==> src/gcdlcm_pkg.sv <==
// ----------------------------------------------------------------------------
// gcdlcm_pkg: shared types and constants for the GCD / LCM unit
// Field widths and the command / status bundles between controller and datapath.
// ----------------------------------------------------------------------------
package gcdlcm_pkg;

  localparam int unsigned DATA_WIDTH = 32;  // operand and gcd field width
  localparam int unsigned LCM_WIDTH  = 64;  // lcm field width

  // Controller -> datapath
  typedef struct packed {
    logic load;      // capture operands, start GCD
    logic gcd_step;  // one binary GCD step
    logic div_step;  // one restoring divide step (a / g)
    logic mul;       // quotient times b
    logic publish;   // load output word
  } gcdlcm_cmd_t;

  // Datapath -> controller
  typedef struct packed {
    logic zero;      // an operand was zero after masking
    logic gcd_done;  // u == v, gcd known
    logic div_last;  // final divide step
  } gcdlcm_sts_t;

endpackage

==> src/gcdlcm_ctrl.sv <==
// ----------------------------------------------------------------------------
// gcdlcm_ctrl: GCD / LCM sequencer
// Walks load, zero check, GCD loop, divide, multiply and output handoff.
// ----------------------------------------------------------------------------
module gcdlcm_ctrl import gcdlcm_pkg::*; (
  input  logic        clk,
  input  logic        rst,
  input  logic        in_valid,
  output logic        in_ready,
  output logic        out_valid,
  input  logic        out_ready,
  output gcdlcm_cmd_t cmd,
  input  gcdlcm_sts_t sts
);

  typedef enum logic [2:0] {
    S_IDLE,
    S_CHECK,
    S_GCD,
    S_DIV,
    S_MUL,
    S_FINISH
  } state_t;

  state_t state;

  assign in_ready = (state == S_IDLE);

  always_comb begin
    cmd          = '0;
    cmd.load     = (state == S_IDLE) && in_valid;
    cmd.gcd_step = (state == S_GCD);
    cmd.div_step = (state == S_DIV);
    cmd.mul      = (state == S_MUL);
    cmd.publish  = (state == S_FINISH) && (!out_valid || out_ready);
  end

  always_ff @(posedge clk) begin
    if (rst) begin
      state     <= S_IDLE;
      out_valid <= 1'b0;
    end else begin
      unique case (state)
        S_IDLE:   if (in_valid) state <= S_CHECK;
        S_CHECK:  state <= sts.zero ? S_FINISH : S_GCD;
        S_GCD:    if (sts.gcd_done) state <= S_DIV;
        S_DIV:    if (sts.div_last) state <= S_MUL;
        S_MUL:    state <= S_FINISH;
        S_FINISH: if (!out_valid || out_ready) state <= S_IDLE;
        default:  state <= S_IDLE;
      endcase

      if (cmd.publish) begin
        out_valid <= 1'b1;
      end else if (out_ready) begin
        out_valid <= 1'b0;
      end
    end
  end

  a_load_to_check: assert property (@(posedge clk) disable iff (rst)
    cmd.load |=> state == S_CHECK)
    else $error("load not followed by zero check");

  a_zero_skips: assert property (@(posedge clk) disable iff (rst)
    (state == S_CHECK) && sts.zero |=> state == S_FINISH)
    else $error("zero operand did not skip arithmetic");

  a_div_to_mul: assert property (@(posedge clk) disable iff (rst)
    (state == S_DIV) && sts.div_last |=> state == S_MUL)
    else $error("divide did not end in multiply");

  a_publish_valid: assert property (@(posedge clk) disable iff (rst)
    cmd.publish |=> out_valid)
    else $error("published word not marked valid");

endmodule
==> config.mk <==
export PLATFORM = sky130hd
export DESIGN_NAME = gcdlcm_ctrl
export DESIGN_NICKNAME = d
export VERILOG_FILES = /design/src/gcdlcm_pkg.sv /design/src/gcdlcm_ctrl.sv
export SDC_FILE = /design/constraint.sdc
export NUM_CORES = 1
export LEC_CHECK = 0
export BUFFER_PORTS_ARGS = -buffer_cell sky130_fd_sc_hd__buf_2
export CAP_MARGIN = 20
export CORE_AREA = 8 8 45 47
export CTS_CLUSTER_DIAMETER = 40
export CTS_CLUSTER_SIZE = 12
export DETAILED_ROUTE_END_ITERATION = 10
export DIE_AREA = 0 0 53 55
export PLACE_DENSITY = 0.56
export SLEW_MARGIN = 20
export SYNTH_ARGS = -nofsm -noshare
export SYNTH_HDL_FRONTEND = slang
export SYNTH_SLANG_ARGS = --single-unit
export TNS_END_PERCENT = 5
==> constraint.sdc <==
create_clock -name clk -period 1.2 [get_ports clk]
set_clock_uncertainty 0.1 [all_clocks]
set_input_delay 0.24 -clock clk [delete_from_list [all_inputs] [get_ports clk]]
set_output_delay 0.24 -clock clk [all_outputs]
set_load 0.05 [all_outputs]
## Yosys cells after proc, flatten, opt, wreduce, memory -nomap -nowiden

Index checks and enable logic that the tools add are counted.
W data, S select, Z words.

- Register bits: 4
- Input bits: 7
- Word-level logic and storage cells: 26

- Equality and inequality tests: 9
- Muxes and demuxes: 8
- Reductions and logical operators: 7

Operator list:

| cell | number |
|---|---|
| $pmux W3 S6 | 1 |
| $mux W3 | 5 |
| $eq A3 B2 Y1 const B | 2 |
| $eq A3 B3 Y1 const B | 2 |
| $ne A2 B1 Y1 const B | 3 |
| $reduce_and A4 Y1 | 1 |
| $eq A3 B1 Y1 const B | 1 |
| $logic_not A3 Y1 | 1 |
| $logic_and A1 B1 Y1 | 2 |
| $mux W1 | 2 |
| $ne A2 B2 Y1 const B | 1 |
| $reduce_bool A2 Y1 | 1 |
| $logic_not A1 Y1 | 1 |
| $logic_or A1 B1 Y1 | 1 |

## Depth between registers and ports, before layout

- Depth in word-level cells: 4
- Gate-level depth with buffers: 4
- Mapped depth without buffers: 3

## Worst setup path after synthesis

No wires, ideal clock.

- Path kind: reg-to-output
- From: register state[1]
- To: output cmd[4] in the netlist's numbering
- Data arrival time: 2.185 ns
- Required time: 0.860 ns
- Setup slack: -1.325 ns
- Cell stages (with the launch flop): 4
- Cells stage by stage: dfxtp_1 > buf_4 > nor3_1 > and2_1

RTL lines:

| item | line | text |
|---|---|---|
| start: declaration | gcdlcm_ctrl.sv:25 | `state_t state;` |
| start signal: assignment | gcdlcm_ctrl.sv:45 | `S_CHECK: state <= sts.zero ? S_FINISH : S_GCD;` |
| end: declaration | gcdlcm_ctrl.sv:12 | `output gcdlcm_cmd_t cmd,` |

==> flow_results.org <==
** Synth
- Number of instances in the synthesized netlist :: 34
- The mapped netlist covers 274 sq um.
- The top cell type by area accounts for 29.2% of the synthesized area.
- Flop and latch count out of synthesis :: 4
- Synthesized net count :: 41
- Synth Area per Inst :: 8.06 sq um
- Count of synthesis-stage warnings from yosys :: 0
- For this run, the register share of the synthesized area comes to 29.2%.
- Count of different cell masters after synthesis :: 19
- Cell taking the most area after synthesis :: sky130_fd_sc_hd__dfxtp_1
- In the post-synthesis netlist, the biggest area contributors are sky130_fd_sc_hd__dfxtp_1, sky130_fd_sc_hd__nor3b_1, sky130_fd_sc_hd__a21oi_1, sky130_fd_sc_hd__nor2b_1, sky130_fd_sc_hd__and2_1.

** Global routing
- First-pass GRT wire length :: 1.15 mm
- Number of global-route vias before repair :: 309
- Global routing used 5.25% of the available tracks.
- The initial antenna violation count is 0.
- Pin count of the biggest net entering global routing :: 9
- Grt total ovfl :: 0

** Drt
- Using the TritonRoute via totals, the vias-per-cell ratio works out to 4.26.
- Count of TritonRoute iterations in the first routing pass :: 2
- For this block, wires on met1 add up to 326 um.
- In the detailed route, the total length drawn on met3 is 64 um.
- In the final routed layout, each cell accounts on average for 10.8 um.
- Starting DRT DRC Count :: 5
- For this run, design rule violations remaining after detail routing come to 0.
- After detailed routing, no signal wire sits above met3.
- Summed over all layers, the routed wires come to 733 um.
- The routed layout has 290 vias.
- Detailed routing placed a total of 342 um of wire on met2.
- Residual antenna-violating net count after detailed routing :: 0

** Power
- Peak VDD IR :: 0.000612 V
- Power density over cell area :: 1300 mW/mm^2
- The analysis attributes to cell leakage a power of 0.000212 uW.

** Worst setup path
- STA classifies the critical path endpoint as an output port.
- In this run the critical register-to-register path is launched from state[0].
- Launching element type of the critical path :: register
- Path depth of the worst reg2reg path :: 4
- R2r endpoint :: state[2]
- For this design, the slowest cell found on the critical path is sky130_fd_sc_hd__dfxtp_1.
- Along the worst path, the maximum fanout reaches 8.
- For the worst setup path, the data arrival time is 1.10 ns.
- Data required time of the critical path :: 0.86 ns
- Crit Path Category :: register to output port
- The signal on the critical path passes through buf_6 -> nor3_4 -> and2_4 -> buf_8.
- R2R setup slack :: -0.06 ns
- Slowest stage delay, CP :: 0.30 ns

** Hold path
- Type of the tightest min-delay check :: input pin to register
- Worst hold stages :: 2
- Endpoint of the worst hold path :: state[2]
- Worst min-delay path startpoint :: rst

** Die
- Die footprint :: 0.00292 sq mm
- Core area :: 0.00138 sq mm
- Horizontal die dimension :: 53 um
- For this design the top-level I/O count stands at 14.
- Y dimension of the die :: 55 um
- Once the floorplan was initialized, standard cells occupied 19.8% of the core.
- The floorplan has 14 rows.

** Finish
- In the final layout, the share of cells above drive strength 1 is 61.5%.
- Area overhead of the layout relative to synthesis :: 72.6%
- For this run, the share of the core covered by cells in the final layout is 34.2%.
- The number of antenna diodes in the final layout is 0.
- Fin nets :: 61
- Leading cell type in the layout, fill and taps excluded :: sky130_fd_sc_hd__buf_2
- Highest-count cells in the layout ignoring fill and taps :: sky130_fd_sc_hd__buf_2, sky130_fd_sc_hd__buf_6, sky130_fd_sc_hd__a21oi_1, sky130_fd_sc_hd__buf_4, sky130_fd_sc_hd__clkbuf_4

** STA
- The number of max-slew violations in the final report was 0.
- Setup repair after global routing could not meet its margin everywhere.
- Setup slack on the critical path of the routed design comes to -0.243 ns.
- Max-slew headroom at the worst pin :: 73.6%
- At the pin with the least slew margin, the transition time is 0.386 ns.
- The final hold violation count came to 0.
- Final hold analysis gives a worst-case slack of 0.119 ns.
- The worst path uses 120% of the clock period.
- Based on the critical path, the design can be clocked at up to 693 MHz.
- Setup violations remaining at the end of the flow were counted as 8.
- The routed design could run at a clock period as short as 1.44 ns.

** Place
- At the end of routability-driven placement, the weighted congestion stood at 0.709.
- Detailed placement ended at an HPWL of 580 um.
- Number of buffers inserted by port buffering :: 13

** Run status
- Violations in the final reports :: negative setup slack
- Run status :: finished with violations

** CTS
- Hold repair after CTS inserted 0 buffers.
- Clock-pin slew was measured on the worst setup and hold paths at 0.04 ns.
- Clock tree from TritonCTS :: built
- CTS sink count :: 4
- In this run the number of H-tree levels came out at 1.
- Clock latency reported for the late side of the worst-skew pair :: 0.23 ns
- Clock tree synthesis selected as its root buffer the cell sky130_fd_sc_hd__clkbuf_4.
- Number of clock buffers inserted by TritonCTS :: 3
- Clock tree buffer depth :: 2

** Job
- Across the run, the number of max-cap violations was 0.
==> cells in the mapped netlist <==
| cell type | n |
|---|---|
| sky130_fd_sc_hd__nor3_1 | 2 |
| sky130_fd_sc_hd__nand2_1 | 1 |
| sky130_fd_sc_hd__dfxtp_1 | 4 |
| sky130_fd_sc_hd__buf_6 | 1 |
| sky130_fd_sc_hd__nor3b_1 | 3 |
| sky130_fd_sc_hd__nor2b_1 | 3 |
| sky130_fd_sc_hd__buf_2 | 1 |
| sky130_fd_sc_hd__nor2_4 | 1 |
| sky130_fd_sc_hd__nor2_1 | 2 |
| sky130_fd_sc_hd__a211oi_1 | 1 |
| sky130_fd_sc_hd__and2_1 | 2 |
| sky130_fd_sc_hd__a2111oi_0 | 1 |
| sky130_fd_sc_hd__o21ai_0 | 2 |
| sky130_fd_sc_hd__a2111o_1 | 1 |
| sky130_fd_sc_hd__a21o_1 | 1 |
| sky130_fd_sc_hd__a21oi_1 | 4 |
| sky130_fd_sc_hd__inv_1 | 2 |
| sky130_fd_sc_hd__nand2_4 | 1 |
| sky130_fd_sc_hd__buf_4 | 1 |
==> critical path: cells and delay by family (launching register included) <==
| family | cells | cell delay, ns |
|---|---|---|
| simple gates | 2 | 0.30 |
| flops | 1 | 0.30 |
| buf+inv | 2 | 0.26 |
==> cell type report <==
class,count,area (sq um)
multi-input cells,25,194
clock buffers,3,22.5
well taps,16,20.0
fillers,156,911
repair buffers,18,141
flip-flops and latches,4,87.6
inverters,2,7.51
==> flip-flops by register name, indices dropped and copies added (netlist names) <==
name       cells
state          3
out_valid      1
==> through the flow <==
step           TNS (ns)  area, sq um  cells  setup slack, ns  power (uW)
2_1_floorplan     -1.97          300     34           -0.417         359
3_3_place_gp      -1.00          399     65           -0.163         423
3_5_place_dp     -0.980          399     65           -0.173         423
4_1_cts           -1.57          473     68           -0.260         628
5_1_grt           -1.96          473     68           -0.311         658
6_report          -1.49          473     68           -0.243         614
==> kinds of logic after synthesis <==
family,count (synthesis),synth area share (%)
AND/OR/NAND/NOR,15,35.6
AO/OA/AOI/OAI,10,23.7
buffers and inverters,5,11.4
flip-flops,4,29.2
==> report_power, final <==
group / switching [uW] / internal [uW] / total (uW)
combinational: 165 / 121 / 285
sequential: 16.9 / 149 / 166
clock: 51.3 / 112 / 163
==> worst max path at each step <==
stage          cells after the start     end  startpoint  slack [ns]
2_1_floorplan                      3  cmd[4]    state[2]       -0.42
3_3_place_gp                       3  cmd[2]    state[0]       -0.16
3_5_place_dp                       4  cmd[4]    state[2]       -0.17
4_1_cts                            4  cmd[4]    state[2]       -0.26
5_1_grt                            4  cmd[4]    state[2]       -0.31
6_report                           4  cmd[4]    state[2]       -0.24
==> per-layer routing <==
| layer | up-vias | global-route usage, % |
|---|---|---|
| li1 | 155 | - |
| met1 | 129 | 4.86 |
| met2 | 6 | 8.98 |
| met3 | 0 | 4.01 |
| met4 | 0 | 1.29 |
| met5 | - | 0 |
==> repair_timing <==
item,4_1_cts,5_1_grt
gates cloned,0,0
pin swaps,2,0
setup buffers,0,0
setup endpoints to repair,8,8
resized for setup,18,0
Power figures use the tool's default switching activity.
