## config.mk

```make
export PLATFORM = sky130hd
export DESIGN_NAME = gcdlcm_dpath
export DESIGN_NICKNAME = d
export VERILOG_FILES = /design/src/gcdlcm_pkg.sv /design/src/gcdlcm_dpath.sv
export SDC_FILE = /design/constraint.sdc
export NUM_CORES = 2
export LEC_CHECK = 0
export BUFFER_PORTS_ARGS = -buffer_cell sky130_fd_sc_hd__clkbuf_2
export CORE_MARGIN = 8
export CORE_UTILIZATION = 48
export DETAILED_ROUTE_END_ITERATION = 8
export PLACE_DENSITY = 0.64
export SETUP_SLACK_MARGIN = 0.5
export SYNTH_ARGS = -nofsm -noshare
export SYNTH_HDL_FRONTEND = slang
export SYNTH_SLANG_ARGS = --single-unit
export TNS_END_PERCENT = 10
```

## constraint.sdc

```tcl
create_clock -name clk -period 8.71 [get_ports clk]
set_input_delay 0.4355 -clock clk [delete_from_list [all_inputs] [get_ports clk]]
set_output_delay 0.4355 -clock clk [all_outputs]
set_load 0.01 [all_outputs]
```

## src/gcdlcm_pkg.sv

```systemverilog
// ----------------------------------------------------------------------------
// gcdlcm_pkg: shared types and constants for the GCD / LCM unit
// Field widths and the command / status bundles between controller and datapath.
// ----------------------------------------------------------------------------
package gcdlcm_pkg;

  localparam int unsigned DATA_WIDTH = 32;  // operand and gcd field width
  localparam int unsigned LCM_WIDTH  = 64;  // lcm field width

  // Controller -> datapath
  typedef struct packed {
    logic load;      // capture operands, start GCD
    logic gcd_step;  // one binary GCD step
    logic div_step;  // one restoring divide step (a / g)
    logic mul;       // quotient times b
    logic publish;   // load output word
  } gcdlcm_cmd_t;

  // Datapath -> controller
  typedef struct packed {
    logic zero;      // an operand was zero after masking
    logic gcd_done;  // u == v, gcd known
    logic div_last;  // final divide step
  } gcdlcm_sts_t;

endpackage

```

## src/gcdlcm_dpath.sv

```systemverilog
// ----------------------------------------------------------------------------
// gcdlcm_dpath: GCD / LCM datapath
// Binary GCD step unit, restoring divider for a / g, one multiply, output regs.
// ----------------------------------------------------------------------------
module gcdlcm_dpath import gcdlcm_pkg::*; #(
  parameter int unsigned W = 32
) (
  input  logic                  clk,
  input  logic                  rst,
  input  logic [DATA_WIDTH-1:0] operand_a,
  input  logic [DATA_WIDTH-1:0] operand_b,
  input  gcdlcm_cmd_t           cmd,
  output gcdlcm_sts_t           sts,
  output logic [DATA_WIDTH-1:0] gcd_value,
  output logic [LCM_WIDTH-1:0]  lcm_value,
  output logic                  zero_operand_error
);

  localparam int unsigned KW = $clog2(W);

  logic [W-1:0]   a_reg, b_reg;
  logic [W-1:0]   u, v;
  logic [KW-1:0]  k;          // common power of two
  logic [W-1:0]   g_reg;
  logic [W-1:0]   quo, rem;
  logic [KW-1:0]  cnt;
  logic [2*W-1:0] prod;
  logic           zero_reg;

  logic [W-1:0]   a_in, b_in;
  logic [W-1:0]   diff_uv, diff_vu;
  logic [W:0]     trial, trial_sub;
  logic           fits;
  logic [2*W-1:0] mul_res;

  assign a_in = operand_a[W-1:0];
  assign b_in = operand_b[W-1:0];

  assign diff_uv = u - v;
  assign diff_vu = v - u;

  // restoring divide: shift in next dividend bit, try subtracting g
  assign trial     = {rem, quo[W-1]};
  assign trial_sub = trial - {1'b0, g_reg};
  assign fits      = ~trial_sub[W];

  assign mul_res = quo * b_reg;

  assign sts.zero     = zero_reg;
  assign sts.gcd_done = (u == v);
  assign sts.div_last = (cnt == KW'(W - 1));

  always_ff @(posedge clk) begin
    if (cmd.load) begin
      a_reg    <= a_in;
      b_reg    <= b_in;
      u        <= a_in;
      v        <= b_in;
      k        <= '0;
      zero_reg <= (a_in == '0) || (b_in == '0);
    end

    if (cmd.gcd_step) begin
      priority if (u == v) begin
        g_reg <= u << k;
        quo   <= a_reg;
        rem   <= '0;
        cnt   <= '0;
      end else if (!u[0] && !v[0]) begin
        u <= u >> 1;
        v <= v >> 1;
        k <= k + 1'b1;
      end else if (!u[0]) begin
        u <= u >> 1;
      end else if (!v[0]) begin
        v <= v >> 1;
      end else if (u > v) begin
        u <= diff_uv >> 1;
      end else begin
        v <= diff_vu >> 1;
      end
    end

    if (cmd.div_step) begin
      quo <= {quo[W-2:0], fits};
      rem <= fits ? trial_sub[W-1:0] : trial[W-1:0];
      cnt <= cnt + 1'b1;
    end

    if (cmd.mul) begin
      prod <= mul_res;
    end

    if (cmd.publish) begin
      gcd_value          <= zero_reg ? '0 : DATA_WIDTH'(g_reg);
      lcm_value          <= zero_reg ? '0 : LCM_WIDTH'(prod);
      zero_operand_error <= zero_reg;
    end
  end

  // GCD loop only ever runs on nonzero values
  a_gcd_nonzero: assert property (@(posedge clk) disable iff (rst)
    cmd.gcd_step |-> (u != '0) && (v != '0))
    else $error("gcd step on zero value");

endmodule

```

* Word level (Yosys, flattened, before mapping)
Cells that the tools add are included.
Cells by class: add/sub/neg operators 5, $mul 1, div/mod/pow operators 0, order comparisons 1, equal/unequal tests 2, shifts and indexed selects 1, mux-type cells 28, bitwise logic cells 1, reductions and logical operators 10
Operator list (number):
- $mux 32 | 21
- $logic_not 32->1 | 2
- $mul 32x32->64 | 1
- $sub 32x32->32 | 2
- $mux 5 | 7
- $sub 33x32->33 | 1
- $eq 32x32->1 | 1
- $gt 32x32->1 | 1
- $shl 32x5->32 | 1
- $add 5x1->5 const B | 2
- $eq 5x5->1 const B | 1
- $reduce_and 2->1 | 2
- $reduce_bool 2->1 | 2
- $logic_not 1->1 | 2
- $logic_and 1x1->1 | 1
- $logic_or 1x1->1 | 1
- $not 1->1 | 1
Word-level totals: register bits 396, bits in latches 0, bits in writable memories 0, memory bits (read-only) 0, input bits 71, output and inout port bits 100, memories kept 0

* Logic depth before layout (Yosys ltp)
depth after elaboration 7, mapped depth 28, gate-level depth less buffers 26

* Least setup slack after synthesis
Ideal clock, no wire load.
kind flip-flop to flip-flop, start point register b_reg[2], end point register prod[50] (data pin), arrival 7.102 ns, required time 8.447 ns, slack 1.345 ns, cell stages (with the launch flop) 27, path buffers 2, clock period less this slack 7.365 ns, cell sequence edfxtp_1 > clkbuf_1 > and2_1 > fa_1 > inv_1 > fa_1 > fa_1 > fa_1 > inv_1 > fa_1 > inv_1 > fa_1 > inv_1 > fa_1 > fa_1 > ha_1 > clkbuf_1 > nand2_1 > nor3_1 > nand2_1 > a211o_1 > a211o_1 > a211oi_1 > o2111ai_1 > nand3_1 > a311oi_1 > xnor2_1
On the way: word-level cells in the longest chain between the ends 1
RTL lines:
- start: declaration | RTL line gcdlcm_dpath.sv:21 | logic [W-1:0] a_reg, b_reg;
- start signal: assignment | RTL line gcdlcm_dpath.sv:56 | b_reg <= b_in;
- $mul 32x32->64 | RTL line gcdlcm_dpath.sv:47 | assign mul_res = quo * b_reg;
- net mul_res[50] | RTL line gcdlcm_dpath.sv:34 | logic [2*W-1:0] mul_res;
- end signal: assignment | RTL line gcdlcm_dpath.sv:91 | prod <= mul_res;
- end: declaration | RTL line gcdlcm_dpath.sv:27 | logic [2*W-1:0] prod;
The timed path passes the listed nets, and every way through them passes these cells. A chain may end at the register's enable or synchronous reset.

* Final worst setup path
start point register b_reg[26], end point register prod[63] (data pin)
Same word-level chain as after synthesis.

==> metrics.yaml <==
skew_ns: 0.07385
fp-row-count: 123
register_area_sq_um: 11200
report.final.slew_viol_count: 0
crit_top_cell: "fa_1"
hp-class: "input port to flop"
die_y_um: 353.2
synthTopCellsByArea: "fa_1 33%, edfxtp_1 18%, ha_1 8.3%"
ys.warnings.count: 0
path_buf_inv: 4
final-hold-violation-count: 0
gp_congestion: 0.9589
die_w_um: 353.2
fin_crit_ns: 8.062
synth_top_area_frac: 0.3297
vias_per_cell: 5.428
synth_cell_types: 86
first_pass_iters: 6
grt_max_degree: 72
grt_overflow_total: 0
synthMuxAreaShare: 0.03434
top_regs: "lcm_value x64, prod x64"
clock.fmax_ghz: 0.1240
syn_area_sq_um: 54580
rsz0062_at_grt: "yes"
post-route-period-util: 0.9256
antenna_found_initial: 3
synth_top_cell_by_area: "fa_1"
max_cap_violations: 0
tightest_slew_ns: 1.228
vias: 39334
multi_input_area_sq_um: 38580
clock_path_buffers: 3
hpwl_mm: 121.4
avgSynthCellArea_sq_um: 9.752
clkLatencyLatePin_ns: 0.67
cts_buffers: 48
grt_pass1_wl_mm: 237.8
cts_max_level: 2
finalSetupViolations: 0
r2r_slack_ns: 0.65
drt_wl_total_mm: 151.0
drc: 0
synth_seq_cells: 396
syn_inst: 5597
die_area_sq_um: 124800
async_flop_share: 0
wl_per_cell_um: 20.84
cts_tree: "yes"
antenna_left: 0
synth_fa_ha_area_frac: 0.4127
synth_edf_count: 327
area_delta_synth_final_pct: 9.378
layout-drive-gt1-share: 0.09335
critPathMaxFanout: 21
crit_path_top_delay_cell: "edfxtp_1"
initial_core_util: 0.4845
port_buffers: 169
synth_xor_area_frac: 0.02311
cp-end-kind: "flop"
synth_top_family_by_area: "adder cells"
drt-initial-drc-count: 2843
coreArea_sq_um: 112700
worstPathRequired_ns: 9.13
grt_usage: 0.2400
cts_sinks: 396
status: "finished clean"
yosys.area_share.simple: 0.1541
clk_pin_slew_ns: 0.08
critical_path_class: "flop to flop"
nNetsFinal: 7034
cts_root_buf: "clkbuf_16"
fillers: 10367
path_cells: "buf_4 > and2_1 > fa_1 > inv_1 > fa_1 > fa_1 > fa_1 > inv_1 > fa_1 > fa_1 > fa_1 > ha_1 > ha_1 > nand4_1 > or4_1 > or3_1 > o311ai_4 > o32ai_2 > buf_4 > o2111ai_1 > a21oi_1 > xnor2_1"
worstPathArrival_ns: 8.48
critPathTopFamily: "adder cells"
tns_ns: 0
first_global_vias: 40829
ys_seq_area_frac: 0.2052
synth_ff_type: "edfxtp_1"
synth-compound-area-share: 0.08051
syn_nets: 6929
io_pins: 171
cp-start-kind: "flop"
slowest_delay_ns: 0.69
slew_headroom: 0.1800
synthesized netlist by cell type, types with 6 or more instances:
library cell and count:
a22oi_1 28, or2_2 8, a211oi_1 16, inv_1 981, nor2b_1 113, nand2_1 589, ha_1 362, edfxtp_1 327
nand4_1 26, xnor2_1 103, o221ai_1 10, and2_1 609, nand3_1 38, nor3_1 22, or3_1 7, o21ai_0 119
nor4_1 19, nor2_1 151, dfxtp_1 69, and3_1 24, o21a_1 21, mux2i_1 122, clkbuf_1 298, mux4_2 12
a31o_2 6, buf_1 11, mux2_2 34, o22ai_1 32, o31ai_1 6, o211a_1 8, a2bb2oi_1 8, a21boi_0 9
nand2b_1 21, a21oi_1 192, a211o_1 11, a31oi_1 24, o21bai_1 26, xor2_1 41, o211ai_1 18, o21ai_1 20
fa_1 899, a21o_1 70
metal layers:
metal / GRT usage / vias to the layer above / wire, um
li1: - / 17861 / -
met1: 0.3473 / 19984 / 69130
met2: 0.3702 / 1279 / 66570
met3: 0.04758 / 210 / 11500
met4: 0.06055 / 0 / 3833
met5: 0 / - / 0
repair_timing:
| action | CTS | global route |
|---|---|---|
| hold endpoints to repair | 7 | 0 |
| buffers inserted | 19 | 29 |
| resized for setup | 1 | 19 |
| setup endpoints to repair | 8 | 19 |
| hold buffers | 7 | 0 |
cell families after synthesis:
| family | after synthesis |
|---|---|
| and+or+nand+nor | 1646 |
| buffers and inverters | 1301 |
| adders and majority gates | 1261 |
| AOI/OAI and AO/OA | 681 |
| DFF | 396 |
| muxes | 168 |
| xor gates and xnor gates | 144 |
metrics by stage:
step / std cells / worst slack (ns) / cell area, sq um / utilization / hold WS, ns
floorplan: 5597 / 1.345 / 54580 / - / 0.4787
global placement: 7097 / 0.3233 / 57380 / 0.5094 / 0.5163
detailed placement: 7097 / 0.3403 / 57380 / 0.5094 / 0.5188
CTS: 7213 / 0.4969 / 59300 / 0.5264 / 0.003977
global route: 7244 / 0.4258 / 59690 / 0.5299 / 0.01157
finish: 7246 / 0.6482 / 59700 / 0.5299 / 0.04797
area by class of cell:
type	count	share of cell area
diodes	4	0.0001677
clock buffers	59	0.02234
clock inverters	31	0.005910
inverters	985	0.06193
multi-input cells	3900	0.6463
flip-flops and latches	396	0.1876
well taps	1500	0.03144
repair buffers	371	0.04429
worst register-to-register path, cell delays in order, from the launching register on:
cell and delay, ns:
edfxtp_1 0.69, buf_4 0.37, and2_1 0.19, fa_1 0.54
inv_1 0.05, fa_1 0.57, fa_1 0.45, fa_1 0.50
inv_1 0.05, fa_1 0.49, fa_1 0.43, fa_1 0.67
ha_1 0.31, ha_1 0.46, nand4_1 0.21, or4_1 0.62
or3_1 0.39, o311ai_4 0.13, o32ai_2 0.14, buf_4 0.15
o2111ai_1 0.18, a21oi_1 0.11, xnor2_1 0.12
placed cells by master, fill, tap and decap left out, types with 68 or more instances in the layout:
cell	count
inv_1	981
fa_1	899
and2_1	609
nand2_1	589
ha_1	359
edfxtp_1	327
a21oi_1	189
buf_4	173
clkbuf_2	166
nor2_1	151
mux2i_1	122
o21ai_0	118
nor2b_1	113
xnor2_1	103
a21o_1	69
dfxtp_1	68
path summary, 6_finish.rpt:
path,from,endpoint,cells past startpoint
setup reg to reg,b_reg[26],prod[63],22
setup / recovery,b_reg[26],prod[63],22
hold reg to reg,prod[9],lcm_value[9],1
hold / removal,operand_b[19],b_reg[19],1
Power is left out: the tool's default activity adds up to more than one toggle a clock period on the data nets, which glitch-free logic cannot reach.
